### config.mk
export PLATFORM = sky130hd
export DESIGN_NAME = bfa_ctrl
export DESIGN_NICKNAME = d
export VERILOG_FILES = /design/src/design/bfa_pkg.sv /design/src/design/bfa_ctrl.sv
export SDC_FILE = /design/constraint.sdc
export NUM_CORES = 1
export LEC_CHECK = 0
export BUFFER_PORTS_ARGS = -buffer_cell sky130_fd_sc_hd__clkbuf_2
export CORE_MARGIN = 3
export CORE_UTILIZATION = 40
export DETAILED_ROUTE_END_ITERATION = 8
export GPL_TIMING_DRIVEN = 1
export PLACE_DENSITY = 0.72
export SYNTH_ARGS = -nofsm -noshare
export SYNTH_HDL_FRONTEND = slang
export SYNTH_SLANG_ARGS = --single-unit
export TNS_END_PERCENT = 1
### constraint.sdc
create_clock -name clk_i -period 3.03 [get_ports clk_i]
set_clock_uncertainty 0.1 [all_clocks]
set_input_delay 0.1515 -clock clk_i [delete_from_list [all_inputs] [get_ports clk_i]]
set_output_delay 0.1515 -clock clk_i [all_outputs]
set_load 0.005 [all_outputs]
### src/design/bfa_pkg.sv
`default_nettype none
package bfa_pkg;

  localparam logic [1:0] OP_FREE  = 2'd0;
  localparam logic [1:0] OP_ALLOC = 2'd1;
  localparam logic [1:0] OP_TRIM  = 2'd2;

  localparam logic [1:0] ST_OK      = 2'd0;
  localparam logic [1:0] ST_NO_FIT  = 2'd1;
  localparam logic [1:0] ST_FULL    = 2'd2;
  localparam logic [1:0] ST_NOTHING = 2'd3;

  localparam logic REG_HEADER = 1'b0;
  localparam logic REG_CHUNK  = 1'b1;

  localparam logic [7:0]  HDR_RESET   = 8'd24;
  localparam logic [31:0] CHUNK_RESET = 32'd131072;
  localparam logic [31:0] LEN_MAX     = 32'hFFFF_FFFF;
  localparam logic [7:0]  COUNT_MAX   = 8'd255;
  localparam logic [7:0]  COUNT_KNEE  = 8'd254;

  typedef enum logic [3:0] {
    CMD_NONE     = 4'd0,
    CMD_LOAD     = 4'd1,
    CMD_DISPATCH = 4'd2,
    CMD_SCAN     = 4'd3,
    CMD_DECIDE   = 4'd4,
    CMD_DIVIDE   = 4'd5,
    CMD_DROP     = 4'd6,
    CMD_INSERT   = 4'd7,
    CMD_EMIT     = 4'd8
  } cmd_e;

  typedef struct packed {
    logic [1:0] op;
    logic       full;
    logic       empty;
    logic       seq_done;
    logic       take_ok;
    logic       div_done;
    logic       need_put;
    logic       placed;
  } dp_stat_t;

endpackage
`default_nettype wire

### src/design/bfa_ctrl.sv
`default_nettype none
module bfa_ctrl (
  input  wire                logic clk_i,
  input  wire                logic rst_ni,
  input  wire                logic in_valid_i,
  output logic               in_ready_o,
  output logic               out_valid_o,
  input  wire                logic out_ready_i,
  input  bfa_pkg::dp_stat_t  stat_i,
  output bfa_pkg::cmd_e      cmd_o
);

  typedef enum logic [7:0] {
    S_IDLE     = 8'b0000_0001,
    S_DISPATCH = 8'b0000_0010,
    S_SCAN     = 8'b0000_0100,
    S_DECIDE   = 8'b0000_1000,
    S_DIVIDE   = 8'b0001_0000,
    S_DROP     = 8'b0010_0000,
    S_INSERT   = 8'b0100_0000,
    S_FINISH   = 8'b1000_0000
  } state_e;

  state_e state_q, state_d;
  logic   out_valid_q, out_valid_d;
  logic   emit;

  always_comb begin
    state_d = state_q;
    cmd_o   = bfa_pkg::CMD_NONE;
    emit    = 1'b0;
    unique case (state_q)
      S_IDLE: begin
        if (in_valid_i) begin
          cmd_o   = bfa_pkg::CMD_LOAD;
          state_d = S_DISPATCH;
        end
      end
      S_DISPATCH: begin
        cmd_o = bfa_pkg::CMD_DISPATCH;
        if (stat_i.op == bfa_pkg::OP_FREE) begin
          state_d = stat_i.full ? S_FINISH : S_INSERT;
        end else if ((stat_i.op == bfa_pkg::OP_ALLOC || stat_i.op == bfa_pkg::OP_TRIM)
                     && !stat_i.empty) begin
          state_d = S_SCAN;
        end else begin
          state_d = S_FINISH;
        end
      end
      S_SCAN: begin
        cmd_o = bfa_pkg::CMD_SCAN;
        if (stat_i.seq_done) state_d = S_DECIDE;
      end
      S_DECIDE: begin
        cmd_o = bfa_pkg::CMD_DECIDE;
        if (!stat_i.take_ok) begin
          state_d = S_FINISH;
        end else begin
          state_d = (stat_i.op == bfa_pkg::OP_TRIM) ? S_DIVIDE : S_DROP;
        end
      end
      S_DIVIDE: begin
        cmd_o = bfa_pkg::CMD_DIVIDE;
        if (stat_i.div_done) state_d = S_DROP;
      end
      S_DROP: begin
        cmd_o = bfa_pkg::CMD_DROP;
        if (stat_i.seq_done) state_d = stat_i.need_put ? S_INSERT : S_FINISH;
      end
      S_INSERT: begin
        cmd_o = bfa_pkg::CMD_INSERT;
        if (stat_i.placed) state_d = S_FINISH;
      end
      S_FINISH: begin
        if (!out_valid_q || out_ready_i) begin
          cmd_o   = bfa_pkg::CMD_EMIT;
          emit    = 1'b1;
          state_d = S_IDLE;
        end
      end
      default: state_d = S_IDLE;
    endcase
  end

  assign out_valid_d = emit | (out_valid_q & ~out_ready_i);
  assign in_ready_o  = (state_q == S_IDLE);
  assign out_valid_o = out_valid_q;

  always_ff @(posedge clk_i or negedge rst_ni) begin
    if (!rst_ni) begin
      state_q     <= S_IDLE;
      out_valid_q <= 1'b0;
    end else begin
      state_q     <= state_d;
      out_valid_q <= out_valid_d;
    end
  end

endmodule
`default_nettype wire

==> impl_metrics.py, run 1 <==
metrics = {
    "status": {
        "status": "finished clean",
    },
    "placement": {
        "portBuffers": 18,
        "dp_cells": 125,
        "place.gp.congestion": 0.808,
        "dp_hpwl_um": 1350,
    },
    "min_path": {
        "holdCritPathClass": "in2reg",
        "holdPathStages": 2,
    },
    "sta": {
        "slew_headroom": 0.592,
        "hold_viol": 0,
        "timing.final.crit_share": 0.801,
        "max_freq_mhz": 412,
        "fin_crit_ns": 2.43,
        "drv_slew": 0,
        "finalSetupViolCount": 0,
        "rsz0062_at_grt": "no",
        "tns_ns": 0,
        "hold_slack_ns": 0.0141,
        "tightestPinTransition_ns": 0.606,
    },
    "grt": {
        "grt_use_met3": 0.0583,
        "grt_pass1_vias": 612,
        "antenna_found_initial": 0,
        "use_met2": 0.225,
        "top_usage_layer": "met2",
        "gr-usage-all-layers": 0.154,
        "grt_max_degree": 11,
        "grt_pass1_wl_um": 2810,
        "grt-ovfl-total": 0,
        "use_met1": 0.216,
    },
    "routing": {
        "wl_per_cell_um": 13.1,
        "drc": 0,
        "first_pass_iters": 4,
        "vias_per_cell": 5.42,
        "routed_wirelength_um": 1730,
        "drtAntennaViolNets": 0,
        "num_vias": 716,
        "drt_iter0_drc": 25,
    },
    "clocking": {
        "htreeDepth": 1,
        "cts_buffers": 3,
        "cts_tree": "yes",
        "clk_pin_slew_worst_paths_ns": 0.06,
        "ctsRootBufferMaster": "clkbuf_4",
        "cts_sinks": 9,
        "cts_buffer_depth": 2,
        "clk-insertion-delay-late_ns": 0.27,
    },
    "worst_setup_path": {
        "path_class": "reg2out",
        "cpLargestDelayFamily": "simple AND/OR/NAND/NOR gates",
        "reg2reg_to": "state_q[7]",
        "slowest_delay_ns": 0.67,
        "path_common_cell": "a21oi_1",
        "startpoint": "state_q[7]",
        "reg2reg_depth": 3,
        "end_kind": "output port",
        "r2r_slack_ns": 0.71,
        "crit_end": "cmd_o[0]",
        "crit_buf_inv": 1,
        "worstSetupStartpointType": "flip-flop",
        "crit_chain": "or4_1 -> or3_1 -> a21oi_1 -> a21oi_1 -> nand2_1 -> clkbuf_2",
        "timing.rr.start": "state_q[7]",
        "crit_fanout": 8,
        "critPathSlowestCell": "or4_1",
        "cp_num_cells": 6,
        "arrival_ns": 2.18,
        "crit_required_ns": 2.78,
    },
    "finish": {
        "final_common_cell": "clkbuf_2",
        "multi_input_area_um2": 445,
        "fin_cells": 132,
        "final.fill_count": 148,
        "final_util": 0.551,
        "nets": 124,
        "final_cell_mix": "clkbuf_2, inv_1, nor3_1, dfrtp_1",
        "n_antenna_cell": 0,
        "regArea_um2": 226,
        "layout-drive-gt1-share": 0.269,
        "syn_to_final_growth_pct": 22.1,
    },
    "run": {
        "maxCapViolations": 0,
    },
    "synth": {
        "synth.net_count": 102,
        "syn_inst": 87,
        "ys_warn_count": 0,
        "synth_area_leaders": "dfrtp_1, nor3_1, nand2b_1, inv_1, dfstp_2",
        "syn_area_per_cell_um2": 8.27,
        "synth_top_area_frac": 0.278,
        "yosys.area.top_type": "dfrtp_1",
        "synth_seq_area_share": 0.315,
        "syn-cell-area_um2": 719,
        "ys_ff_latch": 9,
        "ys_types": 35,
    },
    "die": {
        "die_area_um2": 2340,
        "core_area_um2": 1590,
        "die_w_um": 48.4,
        "die_h_um": 48.4,
        "rows": 14,
        "ios": 19,
        "initial_core_util": 0.451,
    },
    "power": {
        "peakVddDrop_mv": 0.333,
        "p_leak_nw": 0.416,
        "p_per_area_nw_per_um2": 702,
        "total_power_uw": 616,
    },
}
-- cell usage after synthesis, drive strengths merged --
| library cell | instances |
|---|---|
| dfrtp | 8 |
| inv | 8 |
| nor3 | 8 |
| nand2b | 5 |
| nor2 | 5 |
| nor2b | 4 |
| o21ai | 4 |
| or4 | 4 |
| a21oi | 3 |
| nand2 | 3 |
| or2 | 3 |
| buf | 2 |
| clkbuf | 2 |
| ha | 2 |
| nand3 | 2 |
| nand4b | 2 |
| nor3b | 2 |
| nor4 | 2 |
| nor4b | 2 |
| o22ai | 2 |
| o31ai | 2 |
| xnor2 | 2 |
| a21o | 1 |
| a2bb2oi | 1 |
| a31o | 1 |
| a32o | 1 |
| dfstp | 1 |
| mux2 | 1 |
| o21a | 1 |
| o221ai | 1 |
| o2bb2ai | 1 |
| or3 | 1 |
-- worst min-delay path by stage --
stage,startpoint,slack (ns),end
3_3_place_gp,rst_ni,-0.08,state_q[4]
6_report,stat_i[0],0.01,state_q[6]
2_1_floorplan,rst_ni,-0.24,out_valid_o
5_1_grt,stat_i[0],0.01,state_q[6]
3_5_place_dp,rst_ni,-0.08,state_q[4]
4_1_cts,stat_i[0],0.005,state_q[6]
-- cells by family (layout without fill, tap and decap cells) --
group,count (synthesis),after routing,synth area share
simple gates,43,43,0.358
compound gates,18,18,0.186
buf+inv,12,33,0.0661
flops,9,9,0.315
fa+ha+maj,2,2,0.0348
xor+xnor,2,2,0.0244
mux,1,1,0.0157
-- worst reg2reg max path: cells and delay by family, from the launching register on --
family / cells / cell delay, ns
mux: 1 / 0.40
simple gates: 1 / 0.67
compound gates: 1 / 0.59
flops: 1 / 0.44
-- state kept, by name, summed over array words and instances (netlist names) --
signal	count
state_q	8
out_valid_o	1
-- stage by stage --
step	setup slack (ns)	instance area, um2
finish	0.603	878
detailed placement	0.731	822
CTS	0.601	878
global placement	0.777	822
floorplan	0.914	719
global route	0.429	878
-- cell type report --
| type | instances | share of cell area |
|---|---|---|
| clock buffer | 4 | 0.0299 |
| inverter | 8 | 0.0342 |
| multi-input combinational | 66 | 0.507 |
| sequential | 9 | 0.258 |
| tap | 24 | 0.0342 |
| timing repair buffer | 21 | 0.137 |
-- per-layer routing --
metal	share of wire	wire [um]	up-vias
li1	-	-	364
met1	0.46	794	325
met2	0.46	796	25
met3	0.076	132	2
met4	0.0046	8	0
met5	0	0	-
-- where the power goes --
part | internal [mW] | total [mW] | switching (mW)
Combinational | 0.147 | 0.313 | 0.166
Clock | 0.0510 | 0.0979 | 0.0469
Sequential | 0.157 | 0.206 | 0.0486
-- what timing repair did --
item | CTS | global route
hold buffers | 3 | 0
setup buffers | 0 | 0
gates resized for setup | 0 | 0
hold endpoints to repair | 11 | 0
(Power assumes the default switching activity.)
==> run 2: changes to the inputs <==
--- a/config.mk
+++ b/config.mk
@@ -5,12 +5,13 @@
 export SDC_FILE = /design/constraint.sdc
 export NUM_CORES = 1
 export LEC_CHECK = 0
+export ABC_AREA = 1
 export BUFFER_PORTS_ARGS = -buffer_cell sky130_fd_sc_hd__clkbuf_2
 export CORE_MARGIN = 3
 export CORE_UTILIZATION = 40
 export DETAILED_ROUTE_END_ITERATION = 8
 export GPL_TIMING_DRIVEN = 1
-export PLACE_DENSITY = 0.72
+export PLACE_DENSITY = 0.71
 export SYNTH_ARGS = -nofsm -noshare
 export SYNTH_HDL_FRONTEND = slang
 export SYNTH_SLANG_ARGS = --single-unit
==> constraint.sdc (replaced) <==
create_clock -name clk_i -period 2.35 [get_ports clk_i]
set_clock_uncertainty 0.1 [all_clocks]
set_input_delay 0.1175 -clock clk_i [delete_from_list [all_inputs] [get_ports clk_i]]
set_output_delay 0.1175 -clock clk_i [all_outputs]
set_load 0.005 [all_outputs]
==> run 2 against run 1 <==
Sequential cell count unchanged; register-to-register slack better by 0.16 ns; die area increased by 10%; wire length shrank 3.5%; power up 14%; utilization shrank 0.66 points; sequential power increased by 9%; critical path depth is the same; largest power group unchanged; design area rose by 12%.
==> impl_metrics.py, run 2 <==
metrics = {
    "clocking": {
        "clk-insertion-delay-late_ns": 0.27,
        "cts_sinks": 9,
        "cts_tree": "yes",
        "cts_setup_buffers": 0,
        "cts_buffers": 3,
        "cts_buffer_depth": 2,
        "ctsRootBufferMaster": "clkbuf_4",
        "clk_pin_slew_worst_paths_ns": 0.06,
        "htreeDepth": 1,
    },
    "finish": {
        "layout-drive-gt1-share": 0.360,
        "syn_to_final_growth_pct": 22.1,
        "final_cell_mix": "nand2_1, inv_1, nor2_1, clkbuf_2",
        "nets": 155,
        "n_antenna_cell": 0,
        "final_common_cell": "nand2_1",
        "largest_reg_flops": 8,
        "max_flop_register": "state_q",
    },
    "worst_setup_path": {
        "cp_num_cells": 6,
        "slowest_delay_ns": 0.44,
        "worstSetupStartpointType": "flip-flop",
        "r2r_slack_ns": 0.87,
        "end_kind": "output port",
        "crit_chain": "nor2_4 -> nand4_2 -> inv_1 -> nor3_1 -> o21ai_0 -> clkbuf_2",
        "crit_fanout": 5,
        "path_class": "reg2out",
        "reg2reg_depth": 8,
        "crit_buf_inv": 2,
        "cpLargestDelayFamily": "simple AND/OR/NAND/NOR gates",
        "arrival_ns": 1.54,
        "critPathSlowestCell": "dfrtp_1",
        "crit_required_ns": 2.13,
    },
    "synth": {
        "synth.net_count": 129,
        "synth_area_leaders": "dfrtp_1, nor2_4, nand2_1, inv_1, nor2_1",
        "synth_seq_area_share": 0.282,
        "synth_top_flop_cell": "dfrtp_1",
        "ys_warn_count": 0,
        "syn_inst": 114,
        "synth-async-reset-ratio": 1.00,
        "yosysMostFrequentCell": "nand2_1",
        "synth_edf_count": 0,
        "yosys.area.top_type": "dfrtp_1",
        "synth_common_cells": "nand2_1, inv_1, nor2_1",
        "syn-cell-area_um2": 803,
        "ys_types": 20,
        "synth_top_area_frac": 0.249,
        "syn_area_per_cell_um2": 7.05,
        "ys_ff_latch": 9,
    },
    "sta": {
        "fin_crit_ns": 1.76,
        "rsz0062_at_grt": "no",
        "finalSetupViolCount": 0,
        "slew_headroom": 0.846,
        "timing.final.crit_share": 0.747,
        "tightestPinTransition_ns": 0.230,
        "hold_slack_ns": 0.0128,
        "tns_ns": 0,
        "drv_slew": 0,
        "max_freq_mhz": 569,
        "hold_viol": 0,
    },
    "min_path": {
        "holdPathStages": 3,
        "holdCritPathClass": "in2reg",
    },
    "grt": {
        "gr-usage-all-layers": 0.153,
        "grt_pass1_vias": 693,
        "antenna_found_initial": 0,
        "grt_max_degree": 10,
        "grt-ovfl-total": 0,
        "grt_pass1_wl_um": 2950,
    },
    "placement": {
        "dp_hpwl_um": 1420,
        "portBuffers": 18,
        "place.gp.congestion": 0.855,
    },
    "die": {
        "rows": 15,
        "die_w_um": 50.8,
        "core_area_um2": 1800,
        "die_h_um": 50.8,
        "die_area_um2": 2580,
        "ios": 19,
        "initial_core_util": 0.446,
    },
    "routing": {
        "drtAntennaViolNets": 0,
        "first_pass_iters": 4,
        "num_vias": 757,
        "drc": 0,
        "vias_per_cell": 4.62,
        "routed_wirelength_um": 1670,
        "drt_iter0_drc": 12,
        "wl_per_cell_um": 10.2,
    },
    "power": {
        "pwr-share-clk": 0.172,
        "p_comb_frac": 0.510,
        "peakVddDrop_mv": 0.455,
        "seqPwrFrac": 0.318,
        "p_leak_nw": 0.557,
        "p_per_area_nw_per_um2": 717,
        "p_int_uw": 392,
        "power.switching_uw": 311,
        "swShare": 0.442,
    },
    "status": {
        "status": "finished clean",
    },
    "run": {
        "maxCapViolations": 0,
    },
}
==> run 2: worst min-delay path: stages <==
cell and delay [ns]:
clkbuf_2 0.10, nand3_1 0.08, nand2_1 0.04
==> run 2: cells by family (layout without fill, tap and decap cells) <==
group / Yosys count / in the layout / share of synthesized area
compound gates: 7 / 7 / 0.0608
fa+ha+maj: 2 / 2 / 0.0311
buf+inv: 22 / 47 / 0.103
flops: 9 / 9 / 0.282
simple gates: 74 / 74 / 0.523
==> run 2: through the flow <==
stage          power (mW)  instances   util  setup slack, ns  instance area, um2
2_1_floorplan       0.489        114      -             1.02                 803
3_3_place_gp        0.574        157  0.513            0.879                 925
3_5_place_dp        0.584        157  0.513            0.880                 925
4_1_cts             0.707        164  0.544            0.585                 981
5_1_grt             0.766        164  0.544            0.457                 981
6_report            0.703        164  0.544            0.594                 981
==> run 2: power groups by stage <==
stage	clock (mW)	combinational, mW	sequential [mW]
6_report	0.121	0.359	0.224
3_3_place_gp	0	0.348	0.225
5_1_grt	0.131	0.407	0.228
3_5_place_dp	0	0.357	0.227
4_1_cts	0.121	0.363	0.224
2_1_floorplan	0	0.267	0.222
==> run 2: final cells by class <==
| class | instances | area [um2] |
|---|---|---|
| sequential | 9 | 226 |
| multi-input combinational | 83 | 494 |
| inverter | 22 | 82.6 |
| timing repair buffer | 21 | 120 |
| tap | 25 | 31.3 |
| fill | 187 | 821 |
| clock buffer | 4 | 26.3 |
==> run 2: what timing repair did <==
action | 4_1_cts | 5_1_grt
resized for setup | 0 | 0
hold buffers | 3 | 0
hold endpoints to repair | 11 | 0
==> run 2: routing by layer <==
| metal | track usage | share of wire | up-vias |
|---|---|---|---|
| li1 | - | - | 396 |
| met1 | 0.193 | 0.45 | 337 |
| met2 | 0.248 | 0.49 | 21 |
| met3 | 0.0292 | 0.041 | 3 |
| met4 | 0.0807 | 0.015 | 0 |
| met5 | 0 | 0 | - |
==> run 2: worst paths after layout <==
| kind | from | endpoint |
|---|---|---|
| min | stat_i[3] | state_q[4] |
| min in group asynchronous | rst_ni | state_q[1] |
| min reg2reg | out_valid_o | out_valid_o |
| max in group asynchronous | rst_ni | state_q[0] |
| max | state_q[4] | cmd_o[0] |
| max reg2reg | state_q[4] | state_q[3] |
==> run 3: changes to the inputs <==
==> constraint.sdc (replaced) <==
create_clock -name clk_i -period 1.7 [get_ports clk_i]
set_clock_uncertainty 0.1 [all_clocks]
set_input_delay 0.085 -clock clk_i [delete_from_list [all_inputs] [get_ports clk_i]]
set_output_delay 0.085 -clock clk_i [all_outputs]
set_load 0.005 [all_outputs]
==> run 3 against run 2 <==
Clock power rose by 40%; utilization rose by 5.5 points; first-iteration DRC count did not move; sequential share of layout area fell by 2.1 points; die area did not move; largest cell class unchanged; largest power group unchanged.
==> impl_metrics.py, run 3 (synthesis results as in run 2) <==
metrics = {
    "status": {
        "status": "finished clean",
    },
    "worst_setup_path": {
        "reg2reg_depth": 8,
        "end_kind": "output port",
        "path_class": "reg2out",
        "reg2reg_to": "state_q[5]",
        "r2r_slack_ns": 0.12,
        "startpoint": "state_q[7]",
        "worstSetupStartpointType": "flip-flop",
        "crit_end": "cmd_o[2]",
        "arrival_ns": 1.48,
        "crit_required_ns": 1.51,
        "crit_fanout": 5,
        "timing.rr.start": "state_q[7]",
    },
    "clocking": {
        "htreeDepth": 1,
        "cts_tree": "yes",
        "cts_buffers": 3,
        "clk_pin_slew_worst_paths_ns": 0.06,
        "ctsRootBufferMaster": "clkbuf_4",
        "cts_buffer_depth": 2,
        "cts_sinks": 9,
        "clk-insertion-delay-late_ns": 0.27,
    },
    "finish": {
        "nets": 163,
        "n_antenna_cell": 0,
        "layout-drive-gt1-share": 0.429,
        "largest_reg_flops": 8,
        "final_cell_mix": "nand2_1, inv_1, clkbuf_2",
        "final_common_cell": "nand2_1",
        "fin_cells": 172,
        "syn_to_final_growth_pct": 34.4,
        "max_flop_register": "state_q",
    },
    "sta": {
        "fin_crit_ns": 1.66,
        "hold_viol": 0,
        "max_freq_mhz": 601,
        "timing.final.crit_share": 0.979,
        "tightestPinTransition_ns": 0.237,
        "postLayoutSetupSlackWorst_ns": 0.0360,
        "hold_slack_ns": 0.0103,
        "finalSetupViolCount": 0,
        "drv_slew": 0,
        "slew_headroom": 0.842,
        "rsz0062_at_grt": "yes",
    },
    "power": {
        "power.switching_uw": 465,
        "p_per_area_nw_per_um2": 951,
        "peakVddDrop_mv": 0.602,
        "p_int_uw": 562,
        "seqPwrFrac": 0.302,
        "p_comb_frac": 0.533,
        "pwr-share-clk": 0.165,
        "p_leak_nw": 0.595,
        "swShare": 0.453,
    },
    "routing": {
        "num_vias": 804,
        "wl_per_cell_um": 10.8,
        "routed_wirelength_um": 1850,
        "first_pass_iters": 4,
        "vias_per_cell": 4.67,
        "drt_iter0_drc": 12,
        "drtAntennaViolNets": 0,
        "drc": 0,
    },
    "grt": {
        "grt-ovfl-total": 0,
        "antenna_found_initial": 0,
        "grt_pass1_vias": 771,
        "grt_max_degree": 10,
        "gr-usage-all-layers": 0.156,
        "grt_pass1_wl_um": 3080,
    },
    "placement": {
        "pre_cts_slack_ns": 0.211,
        "dp_hpwl_um": 1450,
        "dp_cells": 157,
        "portBuffers": 18,
        "place.gp.congestion": 0.869,
    },
    "run": {
        "maxCapViolations": 0,
    },
    "die": {
        "die_h_um": 50.8,
        "core_area_um2": 1800,
        "initial_core_util": 0.446,
        "rows": 15,
        "ios": 19,
        "die_w_um": 50.8,
        "die_area_um2": 2580,
    },
    "min_path": {
        "holdCritPathClass": "in2reg",
    },
}
run 3: how the worst min path moves through the flow:
stage,cells after the start,slack (ns),endpoint,startpoint
5_1_grt,4,0.03,state_q[4],stat_i[2]
3_3_place_gp,1,-0.16,out_valid_o,rst_ni
6_report,4,0.01,state_q[6],stat_i[0]
3_5_place_dp,1,-0.15,out_valid_o,rst_ni
4_1_cts,4,0.01,state_q[4],stat_i[2]
2_1_floorplan,0,-0.31,out_valid_o,rst_ni
run 3: power by group through the flow:
stage	Sequential (mW)	Combinational (mW)	Clock, mW
2_1_floorplan	0.308	0.369	0
3_3_place_gp	0.311	0.482	0
3_5_place_dp	0.312	0.491	0
4_1_cts	0.308	0.518	0.167
5_1_grt	0.314	0.609	0.177
6_report	0.310	0.548	0.170
run 3: timing repair:
item | in CTS | in global routing
gates resized for setup | 3 | 9
setup buffers | 0 | 6
pin swaps | 2 | 8
setup endpoints to repair | 1 | 4
endpoints found under the hold margin | 13 | 0
hold buffers | 5 | 0
run 3: per-layer routing:
layer  track usage  part of all wire
met1         0.192              0.45
met2         0.274              0.51
met3       0.00875             0.026
met4        0.0807             0.010
met5             0                 0
run 3: area by class of cell:
class	instances	area (um2)
clock buffer	4	26.3
fill	179	722
inverter	22	82.6
multi-input combinational	83	528
sequential	9	226
tap	25	31.3
timing repair buffer	29	185
run 3: critical path, stage by stage, from the launching register on:
cell     delay (ns)
dfrtp_1        0.43
nor2_4         0.25
nand3_2        0.14
nor2_4         0.15
nor2_1         0.05
nand2_1        0.07
buf_2          0.12
run 3: stage by stage:
stage | util | TNS (ns) | total power, mW | cell area [um2]
floorplan | - | 0 | 0.676 | 803
global placement | 0.513 | 0 | 0.793 | 925
detailed placement | 0.513 | 0 | 0.803 | 925
CTS | 0.563 | 0 | 0.993 | 1010
global route | 0.599 | -0.0889 | 1.10 | 1080
finish | 0.599 | 0 | 1.03 | 1080
